[config.mk]
export PLATFORM = sky130hd
export DESIGN_NAME = ffr_ram
export DESIGN_NICKNAME = d
export VERILOG_FILES = /design/src/rtl/core/ffr_ram.sv
export SDC_FILE = /design/constraint.sdc
export NUM_CORES = 1
export LEC_CHECK = 0
export ABC_AREA = 1
export BUFFER_PORTS_ARGS = -buffer_cell sky130_fd_sc_hd__buf_4
export CAP_MARGIN = 20
export CELL_PAD_IN_SITES_DETAIL_PLACEMENT = 0
export CELL_PAD_IN_SITES_GLOBAL_PLACEMENT = 1
export CORE_MARGIN = 2
export CORE_UTILIZATION = 40
export DETAILED_ROUTE_END_ITERATION = 10
export GPL_TIMING_DRIVEN = 0
export HOLD_SLACK_MARGIN = 0.02
export MAX_ROUTING_LAYER = met4
export PLACE_DENSITY = 0.8
export SYNTH_ARGS = -nofsm -noshare
export SYNTH_HDL_FRONTEND = slang
export SYNTH_SLANG_ARGS = --single-unit
[constraint.sdc]
create_clock -name clk -period 1.3 [get_ports clk]
set_clock_uncertainty 0.15 [all_clocks]
set_input_delay 0.26 -clock clk [delete_from_list [all_inputs] [get_ports clk]]
set_output_delay 0.26 -clock clk [all_outputs]
set_load 0.05 [all_outputs]
[src/rtl/core/ffr_ram.sv]
`timescale 1ns / 1ps
`default_nettype none

module ffr_ram #(
  parameter int unsigned WIDTH = 8,
  parameter int unsigned DEPTH = 16,
  parameter int unsigned AW    = (DEPTH > 1) ? $clog2(DEPTH) : 1
) (
  input  wire logic             clk,
  input  wire logic             we,
  input  wire logic [AW-1:0]    waddr,
  input  wire logic [WIDTH-1:0] wdata,
  input  wire logic [AW-1:0]    raddr,
  output logic      [WIDTH-1:0] rdata
);

  logic [WIDTH-1:0] mem [DEPTH];

  always_ff @(posedge clk) begin
    if (we) begin
      mem[waddr] <= wdata;
    end
    rdata <= mem[raddr];
  end

endmodule

`default_nettype wire

Yosys cells after proc, flatten, opt, wreduce, memory -nomap -nowiden

Memories as Yosys holds them, arrays and structs flattened. A register that Yosys moved wholly into a read port is not among the register bits.
Cells that the tools add are included.

Bits in registers: 0
Latch bits: 0
Bits in writable memories: 128
ROM bits: 0
Bits of input ports: 18
Output and inout bits: 8
Word-level logic and storage cells: 3
Memories kept: 1

$add $sub $neg: 0
Multipliers: 0
Div/mod/pow operators: 0
Magnitude comparators: 0
Equal/unequal tests: 0
Shift-type cells: 0
Multiplexer cells: 2
Bitwise logic cells: 0
Reductions and logical operators: 0

Memories:

| name | depth | bits a word | rd ports | clocked after memory_dff | wr ports | line | source |
|---|---|---|---|---|---|---|---|
| mem  | 16    | 8           | 1        | 1                        | 1        | 17   | `logic [WIDTH-1:0] mem [DEPTH];` |

Operators by type and width:

| cell              | count |
|---|---|
| 1-bit two-way mux | 2 |

Logic depth before layout (Yosys ltp)

Depth in word-level cells: 2
Mapped depth: 8
Mapped depth without buffers: 7

Worst setup path before layout

Ideal clock, no wire load.

Kind: input to register
From: in waddr[3]
To: mem mem[4][0], enable pin
Library setup time: 0.370 ns
Arrival: 0.841 ns
Required time: 0.780 ns
Slack: -0.061 ns
Cell stages on the path: 2
Buffers on the path: 0
Cells stage by stage: nand3b_1 -> nor2_1

RTL lines:

| element            | line | source |
|---|---|---|
| start: declaration | 11   | `input wire logic [AW-1:0] waddr,` |
| end: declaration   | 17   |  |

No word-level cell before the write port.

Worst setup path in the final report

From: in waddr[0]
To: mem mem[4][6], enable pin

No word-level cell before the write port.

==> results.cfg <==
[floorplan]
io_pins = 26
initial_utilization_pct = 41.2
die_area_mm2 = 0.0154
dieHeight_um = 124
chipWidth_um = 124
rows = 43
core_mm2 = 0.0140

[sta]
min_period_ns = 1.44
setup_tns_ns = -3.72
period_share_pct = 111
setup_violations = 39
relSlewSlack_pct = 38.9
final_max_slew_viol_count = 0
fmax_ghz = 0.695
layout_setup_ws_ns = -0.140
finalHoldViolations = 0
tightest_slew_ns = 0.912
rsz0062_at_grt = true

[power_and_ir_drop]
switching_share_pct = 23.9
intPower_mw = 8.02
p_per_area_mw_per_mm2 = 1540
leakage_nw = 2.93
sequentialPowerShare_pct = 46.9
vdd_drop_max_mv = 0.841
fin_total_pwr_mw = 10.5
comb_power_share_pct = 7.6
clkPwrFrac_pct = 45.5
switchingPower_mw = 2.52

[layout]
drive_gt1_share_pct = 16.4
multi_input_comb_area_mm2 = 0.00124
area_growth_pct = 18.8
final_nets = 610
finalNonFillerCells = 785
n_antenna_cell = 0
fillers = 1245
utilization_pct = 49.0
regArea_mm2 = 0.00401

[drt]
firstDrtPassIters = 8
drt_iter0_markers = 449
drc_errors = 0
wl_um = 13700
vias_per_cell = 4.94
vias = 3877
wl_per_cell_um = 17.4
detail-route-antenna-nets = 0

[job]
drv_cap = 0

[setup_path]
cp-start-kind = input pin
arrival_ns = 1.33
crit_fanout = 8
crit_path_end_kind = register
crit_type = in2reg
cp.required_ns = 1.19

[grt]
track_usage_pct = 19.8
grt_pass1_vias = 3670
grt_max_degree = 17
gr-total-overflow = 0
grt_pass1_wl_um = 20900
antenna_found_initial = 0

[yosys]
ys_seq_elements = 136
synth_most_common_cell = nand2_1
synth_edf_count = 128
syn-num-nets = 569
synth_seq_area_share_pct = 69.4
yosys-top-cells-area = edfxtp_1 (67%), nand2_1 (11%), nand3_1 (8.4%)
synth_top_cell_area_share_pct = 66.7
synthFlopType = edfxtp_1
synth_top_area_cell = edfxtp_1
synth-async-reset-ratio_pct = 0
post_synth_num_cell_types = 12
synthTopCellsByCount = nand2_1 (173), edfxtp_1 (128), inv_1 (100)
syn-mean-instance-area_um2 = 10.5
synth_area_mm2 = 0.00577
yosysWarnings = 0
synthCells = 551

[clock_tree]
cts-buffers-inserted = 17
cts_tree = yes
root_buffer = clkbuf_16
insertion_delay_ns = 0.43
clkSlewWorstSetupHoldPaths_ns = 0.06
cts.sinks = 136
h-tree-depth = 4
cts_max_path_buffers = 2

[hold_path]
hold_path_class = in2reg

[run_status]
status = finished with violations
violations = negative setup slack

[placed_design]
place.gp.congestion = 0.867
hpwl_um = 8890
dpl.cell_count = 753
portBuffers = 22
-- flip-flops by register name, indices dropped and copies added, names as in the netlist --
| signal | flops |
|---|---|
| rdata | 8 |
| mem | 128 |
-- worst max-delay path: stages --
cell and delay [ns]:
buf_4 0.11, inv_1 0.06, nand2_1 0.15, nor2_1 0.74
-- through the flow --
step	worst slack, ns	hold WS [ns]	instance area (µm²)
after floorplan	-0.0608	0.209	5780
after global placement	-0.555	0.455	6170
after detailed placement	-0.568	0.465	6170
after CTS	-0.129	0.0303	6820
after global routing	-0.218	0.0423	6850
final	-0.140	0.0329	6850
-- per-layer routing --
metal / vias to the layer above / global-route usage [%] / part of all wire (%) / routed length (µm)
met4: 0 / 8.57 / 2.8 / 385
met2: 192 / 29.5 / 46 / 6340
met5: - / - / 0 / 0
met3: 31 / 3.66 / 7.7 / 1050
met1: 1792 / 26.7 / 43 / 5900
li1: 1862 / - / - / -
-- cell type report --
| cell class | count | share of cell area, % |
|---|---|---|
| clock inverter | 15 | 2.47 |
| clock buffer | 17 | 6.21 |
| multi-input combinational | 289 | 18.2 |
| sequential | 136 | 58.6 |
| timing repair buffer | 22 | 3.29 |
| inverter | 102 | 5.59 |
| tap | 180 | 3.29 |
| buffer | 24 | 2.43 |
-- power groups by stage --
stage	registers [mW]	logic (mW)	clock network, mW
global placement	5.01	0.747	0
global route	4.95	0.870	5.01
detailed placement	5.02	0.753	0
floorplan	5.12	0.349	0
CTS	4.94	0.783	4.81
finish	4.94	0.804	4.80
-- path summary, 6_finish.rpt --
kind	startpoint	endpoint	slack [ns]	cells after the start
worst max-delay path	waddr[0]	mem[4][6]	-0.14	4
worst min-delay path	wdata[4]	mem[15][4]	0.03	1
worst max register to register	mem[3][3]	rdata[3]	0.09	6
worst min register to register	mem[15][2]	rdata[2]	0.55	6
-- cell families (layout without fill, tap and decap cells) --
| family | Yosys count | count (layout) | synth area share (%) |
|---|---|---|---|
| and+or+nand+nor | 289 | 289 | 21.0 |
| DFF | 136 | 136 | 69.4 |
| buffers and inverters | 126 | 180 | 9.52 |
-- placed cells by master, fill, tap and decap left out --
cell type | netlist | routed
buf_2 | 13 | 13
buf_8 | 0 | 8
buf_6 | 6 | 6
clkinv_4 | 0 | 4
clkinvlp_4 | 0 | 4
nor2_1 | 17 | 5
nand3_1 | 97 | 97
nand3b_1 | 2 | 2
bufinv_16 | 0 | 2
clkbuf_16 | 0 | 17
inv_2 | 2 | 2
edfxtp_1 | 128 | 128
dfxtp_2 | 0 | 8
inv_1 | 100 | 100
buf_1 | 1 | 1
nand2_1 | 173 | 173
nor2_2 | 0 | 12
buf_4 | 4 | 18
inv_6 | 0 | 5
-- timing repair --
item	4_1_cts	5_1_grt
setup buffers	0	0
gates resized for setup	21	10
cloned	0	0
setup endpoints to repair	64	70
hold buffers	0	0
Power figures use the tool's default switching activity.
