==> src/rtl/core/ffr_pkg.sv <==
`timescale 1ns / 1ps
`default_nettype none

package ffr_pkg;

  // Verdict codes carried in the low bits of each result beat.
  typedef enum logic [2:0] {
    V_STORED    = 3'd0,
    V_COMPLETE  = 3'd1,
    V_INVALID   = 3'd2,
    V_STALE     = 3'd3,
    V_DUPLICATE = 3'd4,
    V_OFFSET    = 3'd5,
    V_TOO_MANY  = 3'd6
  } verdict_t;

  // Configuration register indexes.
  localparam int unsigned CFG_IDX_W = 3;
  localparam logic [CFG_IDX_W-1:0] CFG_MAGIC      = 3'd0;
  localparam logic [CFG_IDX_W-1:0] CFG_STRIDE     = 3'd1;
  localparam logic [CFG_IDX_W-1:0] CFG_HDR_BYTES  = 3'd2;
  localparam logic [CFG_IDX_W-1:0] CFG_WIDTH_LIM  = 3'd3;
  localparam logic [CFG_IDX_W-1:0] CFG_HEIGHT_LIM = 3'd4;

  localparam int unsigned CFG_DATA_W = 32;
  localparam int unsigned IN_DATA_W  = 272;
  localparam int unsigned OUT_DATA_W = 152;
  localparam int unsigned DIM_W      = 13;

  // Configuration reset values.
  localparam logic [31:0]      MAGIC_RST      = 32'd0;
  localparam logic [15:0]      STRIDE_RST     = 16'd1400;
  localparam logic [7:0]       HDR_BYTES_RST  = 8'd36;
  localparam logic [DIM_W-1:0] WIDTH_LIM_RST  = 13'd7680;
  localparam logic [DIM_W-1:0] HEIGHT_LIM_RST = 13'd4320;

  // Generation tag kept per seen-bitmap entry. Tag zero means "never seen".
  localparam int unsigned EPOCH_W = 12;

  typedef struct packed {
    logic [31:0] magic;
    logic [15:0] stride;
    logic [7:0]  hdr_bytes;
    logic [DIM_W-1:0] width_lim;
    logic [DIM_W-1:0] height_lim;
  } cfg_t;

  // Header after the stateless checks, as held in the input register.
  typedef struct packed {
    logic             bad;
    logic             too_many;
    logic [31:0]      frame_id;
    logic [31:0]      frag_index;
    logic [31:0]      frag_total;
    logic [31:0]      frame_bytes;
    logic [15:0]      frag_bytes;
    logic [DIM_W-1:0] width;
    logic [DIM_W-1:0] height;
    logic [31:0]      offset;
    logic [32:0]      end_byte;
  } hdr_t;

endpackage

`default_nettype wire

==> src/rtl/core/ffr_hdr_check.sv <==
`timescale 1ns / 1ps
`default_nettype none

module ffr_hdr_check #(
  parameter int unsigned MAX_FRAGMENTS = 1024,
  parameter int unsigned IDX_W = (MAX_FRAGMENTS > 1) ? $clog2(MAX_FRAGMENTS) : 1
) (
  input  wire logic [ffr_pkg::IN_DATA_W-1:0] in_data,
  input  wire ffr_pkg::cfg_t                 cfg,
  output ffr_pkg::hdr_t                      hdr
);
  import ffr_pkg::*;

  logic [15:0]         plen;
  logic [31:0]         magic_word;
  logic [31:0]         frag_index;
  logic [31:0]         frag_total;
  logic [31:0]         frame_bytes;
  logic [31:0]         frag_bytes;
  logic [31:0]         pixel_width;
  logic [31:0]         pixel_height;
  logic [32:0]         expect_len;
  logic [IDX_W+15:0]   product;
  logic                bad;

  assign plen         = in_data[15:0];
  assign magic_word   = in_data[47:16];
  assign frag_index   = in_data[111:80];
  assign frag_total   = in_data[143:112];
  assign frame_bytes  = in_data[175:144];
  assign frag_bytes   = in_data[207:176];
  assign pixel_width  = in_data[239:208];
  assign pixel_height = in_data[271:240];

  assign expect_len = 33'(cfg.hdr_bytes) + 33'(frag_bytes);

  always_comb begin
    bad = 1'b0;
    if (plen < 16'(cfg.hdr_bytes))                              bad = 1'b1;
    if (magic_word != cfg.magic)                                bad = 1'b1;
    if (frag_total == 32'd0 || frag_index >= frag_total)        bad = 1'b1;
    if (frame_bytes == 32'd0 || frag_bytes == 32'd0)            bad = 1'b1;
    if (frag_bytes > 32'(cfg.stride))                           bad = 1'b1;
    if (pixel_width == 32'd0 || pixel_height == 32'd0)          bad = 1'b1;
    if (pixel_width > 32'(cfg.width_lim))                       bad = 1'b1;
    if (pixel_height > 32'(cfg.height_lim))                     bad = 1'b1;
    if (33'(plen) != expect_len)                                bad = 1'b1;
  end

  // Only the low index bits matter once the total is known to fit the bitmap.
  assign product = (IDX_W + 16)'(frag_index[IDX_W-1:0]) * (IDX_W + 16)'(cfg.stride);

  always_comb begin
    hdr.bad         = bad;
    hdr.too_many    = {1'b0, frag_total} > 33'(MAX_FRAGMENTS);
    hdr.frame_id    = in_data[79:48];
    hdr.frag_index  = frag_index;
    hdr.frag_total  = frag_total;
    hdr.frame_bytes = frame_bytes;
    hdr.frag_bytes  = frag_bytes[15:0];
    hdr.width       = pixel_width[DIM_W-1:0];
    hdr.height      = pixel_height[DIM_W-1:0];
    hdr.offset      = 32'(product);
    hdr.end_byte    = 33'(product) + 33'(frag_bytes[15:0]);
  end

endmodule

`default_nettype wire

==> config.mk <==
export PLATFORM = sky130hd
export DESIGN_NAME = ffr_hdr_check
export DESIGN_NICKNAME = d
export VERILOG_FILES = /design/src/rtl/core/ffr_pkg.sv /design/src/rtl/core/ffr_hdr_check.sv
export SDC_FILE = /design/constraint.sdc
export NUM_CORES = 1
export LEC_CHECK = 0
export BUFFER_PORTS_ARGS = -buffer_cell sky130_fd_sc_hd__buf_2
export CAP_MARGIN = 10
export CORE_AREA = 3 3 229 231
export DETAILED_ROUTE_END_ITERATION = 8
export DIE_AREA = 0 0 232 234
export PLACE_DENSITY = 0.48
export SLEW_MARGIN = 10
export SYNTH_ARGS = -nofsm -noshare
export SYNTH_HDL_FRONTEND = slang
export SYNTH_SLANG_ARGS = --single-unit
export TNS_END_PERCENT = 20
==> constraint.sdc <==
create_clock -name vclk -period 13.76
set_clock_uncertainty 0.05 [all_clocks]
set_input_delay 2.752 -clock vclk [all_inputs]
set_output_delay 2.752 -clock vclk [all_outputs]
set_load 0.01 [all_outputs]
# Word-level counts from Yosys, hierarchy flattened
# Index checks and enable logic that the tools add are counted.
op_classes:
  multipliers: 1
  n_addsub: 2
  n_eq_ne: 2
  reduce_logical: 8
  magnitude_cmp: 6
  n_mux: 9
op_table:
  columns: ["operator", "count"]
  rows:
  - ["32-bit zero test", 5]
  - ["32-bit by 13-bit greater-than comparator with 1-bit output", 2]
  - ["8-bit by 32-bit adder with 33-bit output", 1]
  - ["16-bit by 33-bit inequality test with 1-bit output", 1]
  - ["32-bit >= comparator", 1]
  - ["32-bit by 11-bit greater-than comparator with 1-bit output, second input constant", 1]
  - ["32-bit by 16-bit greater-than comparator with 1-bit output", 1]
  - ["32-bit inequality test", 1]
  - ["26-bit by 16-bit adder with 27-bit output", 1]
  - ["10-bit by 16-bit multiplier with 26-bit output", 1]
  - ["16-bit by 8-bit less-than comparator with 1-bit output", 1]
  - ["1-bit two-way mux", 9]
  - ["1-bit logical OR", 3]
word_totals:
  output_inout_bits: 237
  ff_bits: 0
  in_bits: 354
  wordCells: 28

# Depth between registers and ports, before layout
depth:
  word_depth: 10
  depth_mapped: 26
  mapped_depth_nobuf: 25

# Worst setup path before layout
# No wires, ideal clock.
synth_timing:
  path_type: "input port to output port"
  from: "in in_data[82] in the netlist's numbering"
  to: "out hdr[21] in the netlist's numbering"
  t_arrival_ps: 8702
  slack_ps: 2256
  cell_stages: 25
  n_path_buf: 1
  path_cell_list: "clkbuf_1 nand2_1 fa_1 inv_1 fa_1 ha_1 fa_1 inv_1 fa_1 inv_1 ha_1 a21o_1 a31oi_2 nand2_1 xor2_1 ha_1 a21oi_1 a21boi_0 a211oi_2 o21ai_1 o31ai_1 nor4b_4 nor4b_4 and2b_1 xnor2_1"
synth_lines:
  columns: ["item", "line_no", "text"]
  rows:
  - ["start: declaration", "ffr_hdr_check.sv:8", "input wire logic [ffr_pkg::IN_DATA_W-1:0] in_data,"]
  - ["end: declaration", "ffr_hdr_check.sv:10", "output ffr_pkg::hdr_t hdr"]

==> out/metrics.cfg <==
[floorplanning]
initial_core_util=0.2240
die_h_um=234
die_x_um=232
coreArea_sq_um=50270
num_rows=82
io-pin-count=591
die_area_sq_um=54290

[setup_path]
startpoint=in_data[82]
setup.worst_path.end_class=output port
cp-start-kind=input port
crit_fanout=18
critPathArrivalTime_ns=9.46
critPathKind=in -> out
required_ns=10.96

[cells_and_area]
synthToLayoutAreaGrowth_pct=17.25
seq_area_sq_um=0
nFlopsAndLatches=0
drive_above_1_share=0.3106
finalNetCount=2376
fillCellCount=5593
multi_input_area_sq_um=8967
clock_buffers=0

[sta]
finalCritPeriodShare=0.8912
hold_viol=0
worst_pin_slew_ns=0.8701
finalSetupViolCount=0
tns_ns=0
rsz0062_at_grt=false
period_needed_ns=12.26
max_freq_ghz=0.08155
drv_slew=0
slew_headroom=0.4149

[synthesis]
yosysWarnings=0
yosysTopAreaCell=fa_1
synth_top_family_by_area=adder cells
synthCells=1437
synth_area_leaders=fa_1 20%, ha_1 18%, buf_4 12%, inv_1 7.1%, and2_1 4.5%
synth_compound_area_frac=0.1277
synthMuxAreaShare=0.002888
avgSynthCellArea_sq_um=7.838
syn_area_sq_um=11260
ys_seq_area_frac=0
yosys.area_share.simple=0.2064
synth_top_cell_area_share=0.1991
synthXorXnorAreaFrac=0.07076
ys_types=75
synthAdderAreaFrac=0.3844

[global_route]
overflow=0
top_usage_layer=met2
grt_pass1_wl_mm=77.99
grt_usage=0.1977
grt_pass1_vias=10890
grt_start_max_net_pins=19
met1_usage=0.2465
antenna_found_initial=40
use_met3=0.02502
use_met2=0.3576

[route]
vias_per_cell=4.584
ant_nets=0
drt_wl_total_mm=56.71
num_vias=11110
drtIter0Drc=493
route.detailed.drc=0
dr.pass1.iters=4
wl_per_cell_um=23.40

[worst_hold_path]
holdPathStages=0
min_from=in_data[54]
hold_end=hdr[209]
hold_class=in -> out

[place]
dp_hpwl_mm=51.55
port_buffers=515
routabilityCongestion=0.9128

[clocking]
postCtsHoldBufs=0
post_cts_buffers=0
ctsResizeCount=0

[run]
drv_cap=0

[status]
outcome=finished, final reports clean

## worst max-delay path by stage
| stage | end | cells after the start |
|---|---|---|
| detailed placement | hdr[22] | 25 |
| finish | hdr[20] | 25 |
| global route | hdr[22] | 25 |
| floorplan | hdr[21] | 25 |
| global placement | hdr[20] | 25 |
| CTS | hdr[22] | 25 |
## area by class of cell
cell class | count | area share
tap | 672 | 0.06367
inverter | 212 | 0.06026
multi-input combinational | 1015 | 0.6790
timing repair buffer | 515 | 0.1952
antenna | 10 | 0.001895
## cells in the mapped netlist, types with 5 or more instances
master    instances
nand2b_1          8
and2_1           81
o211ai_1          7
nand3_1          21
inv_1           212
nor4_1           50
a21o_1           34
o21ai_0          36
buf_4           184
nor3_1           14
xnor2_1          51
o21bai_1          7
ha_1            166
fa_1            112
a21oi_1          58
nor2b_1          20
clkbuf_1         30
xor2_1           40
o21a_1            9
o31ai_1           5
a211oi_1          9
and4_1            7
nand2_1         111
and3_1           11
nand4_1          36
buf_2             5
nor2_1           44
## layout by cell type, fill, tap and decap left out, types with 3 or more instances in the layout
cell type    n
o21ai_0     36
a211oi_1     9
xor2_1      40
o2111ai_1    4
a21o_1      34
o21a_1       9
nor2b_1     20
and2_1      81
a21boi_0     3
o211ai_1     7
nor3_1      14
nor2_1      44
ha_1       166
nor4_1      50
a22oi_1      3
xnor2_1     51
inv_1      212
conb_1      12
nand4_1     36
and4_1       7
nand3_1     21
nand2b_1     8
buf_2      515
o21bai_1     7
fa_1       112
and3_1      11
nand2_1    111
diode_2     10
a21oi_1     58
o31ai_1      5
## worst max-delay path, cell delays in order
cell      delay [ns]
buf_2           0.36
nand2_1         0.15
fa_1            0.53
inv_1           0.05
fa_1            0.46
ha_1            0.33
fa_1            0.54
inv_1           0.05
fa_1            0.53
inv_1           0.04
ha_1            0.36
a21o_1          0.24
a31oi_2         0.22
nand2_1         0.12
xor2_1          0.17
ha_1            0.35
a21oi_1         0.15
a21boi_0        0.13
o31ai_1         0.62
a211oi_1        0.21
o31ai_1         0.49
a21boi_2        0.17
nand3_1         0.13
xnor2_1         0.12
buf_2           0.15
## metrics by stage
step                utilization  worst slack (ns)  instance area, sq um  hold WS, ns  std cells
CTS                      0.2622             1.543                 13180        5.454       2414
global placement         0.2622             1.650                 13180        5.454       2414
global route             0.2626             1.158                 13200        5.454       2423
floorplan                     -             2.256                 11300        5.546       1448
finish                   0.2627             1.497                 13210        5.454       2424
detailed placement       0.2622             1.577                 13180        5.454       2414
## cell families after synthesis
| group | after synthesis |
|---|---|
| compound gates | 207 |
| xor+xnor | 91 |
| fa+ha+maj | 279 |
| buf+inv | 433 |
| mux | 3 |
| other cells | 1 |
| simple gates | 423 |
## layer usage
| layer | wire, um | vias up |
|---|---|---|
| met5 | 13 | - |
| met4 | 1978 | 2 |
| met1 | 23490 | 5403 |
| met2 | 28220 | 411 |
| met3 | 3010 | 76 |
| li1 | - | 5220 |
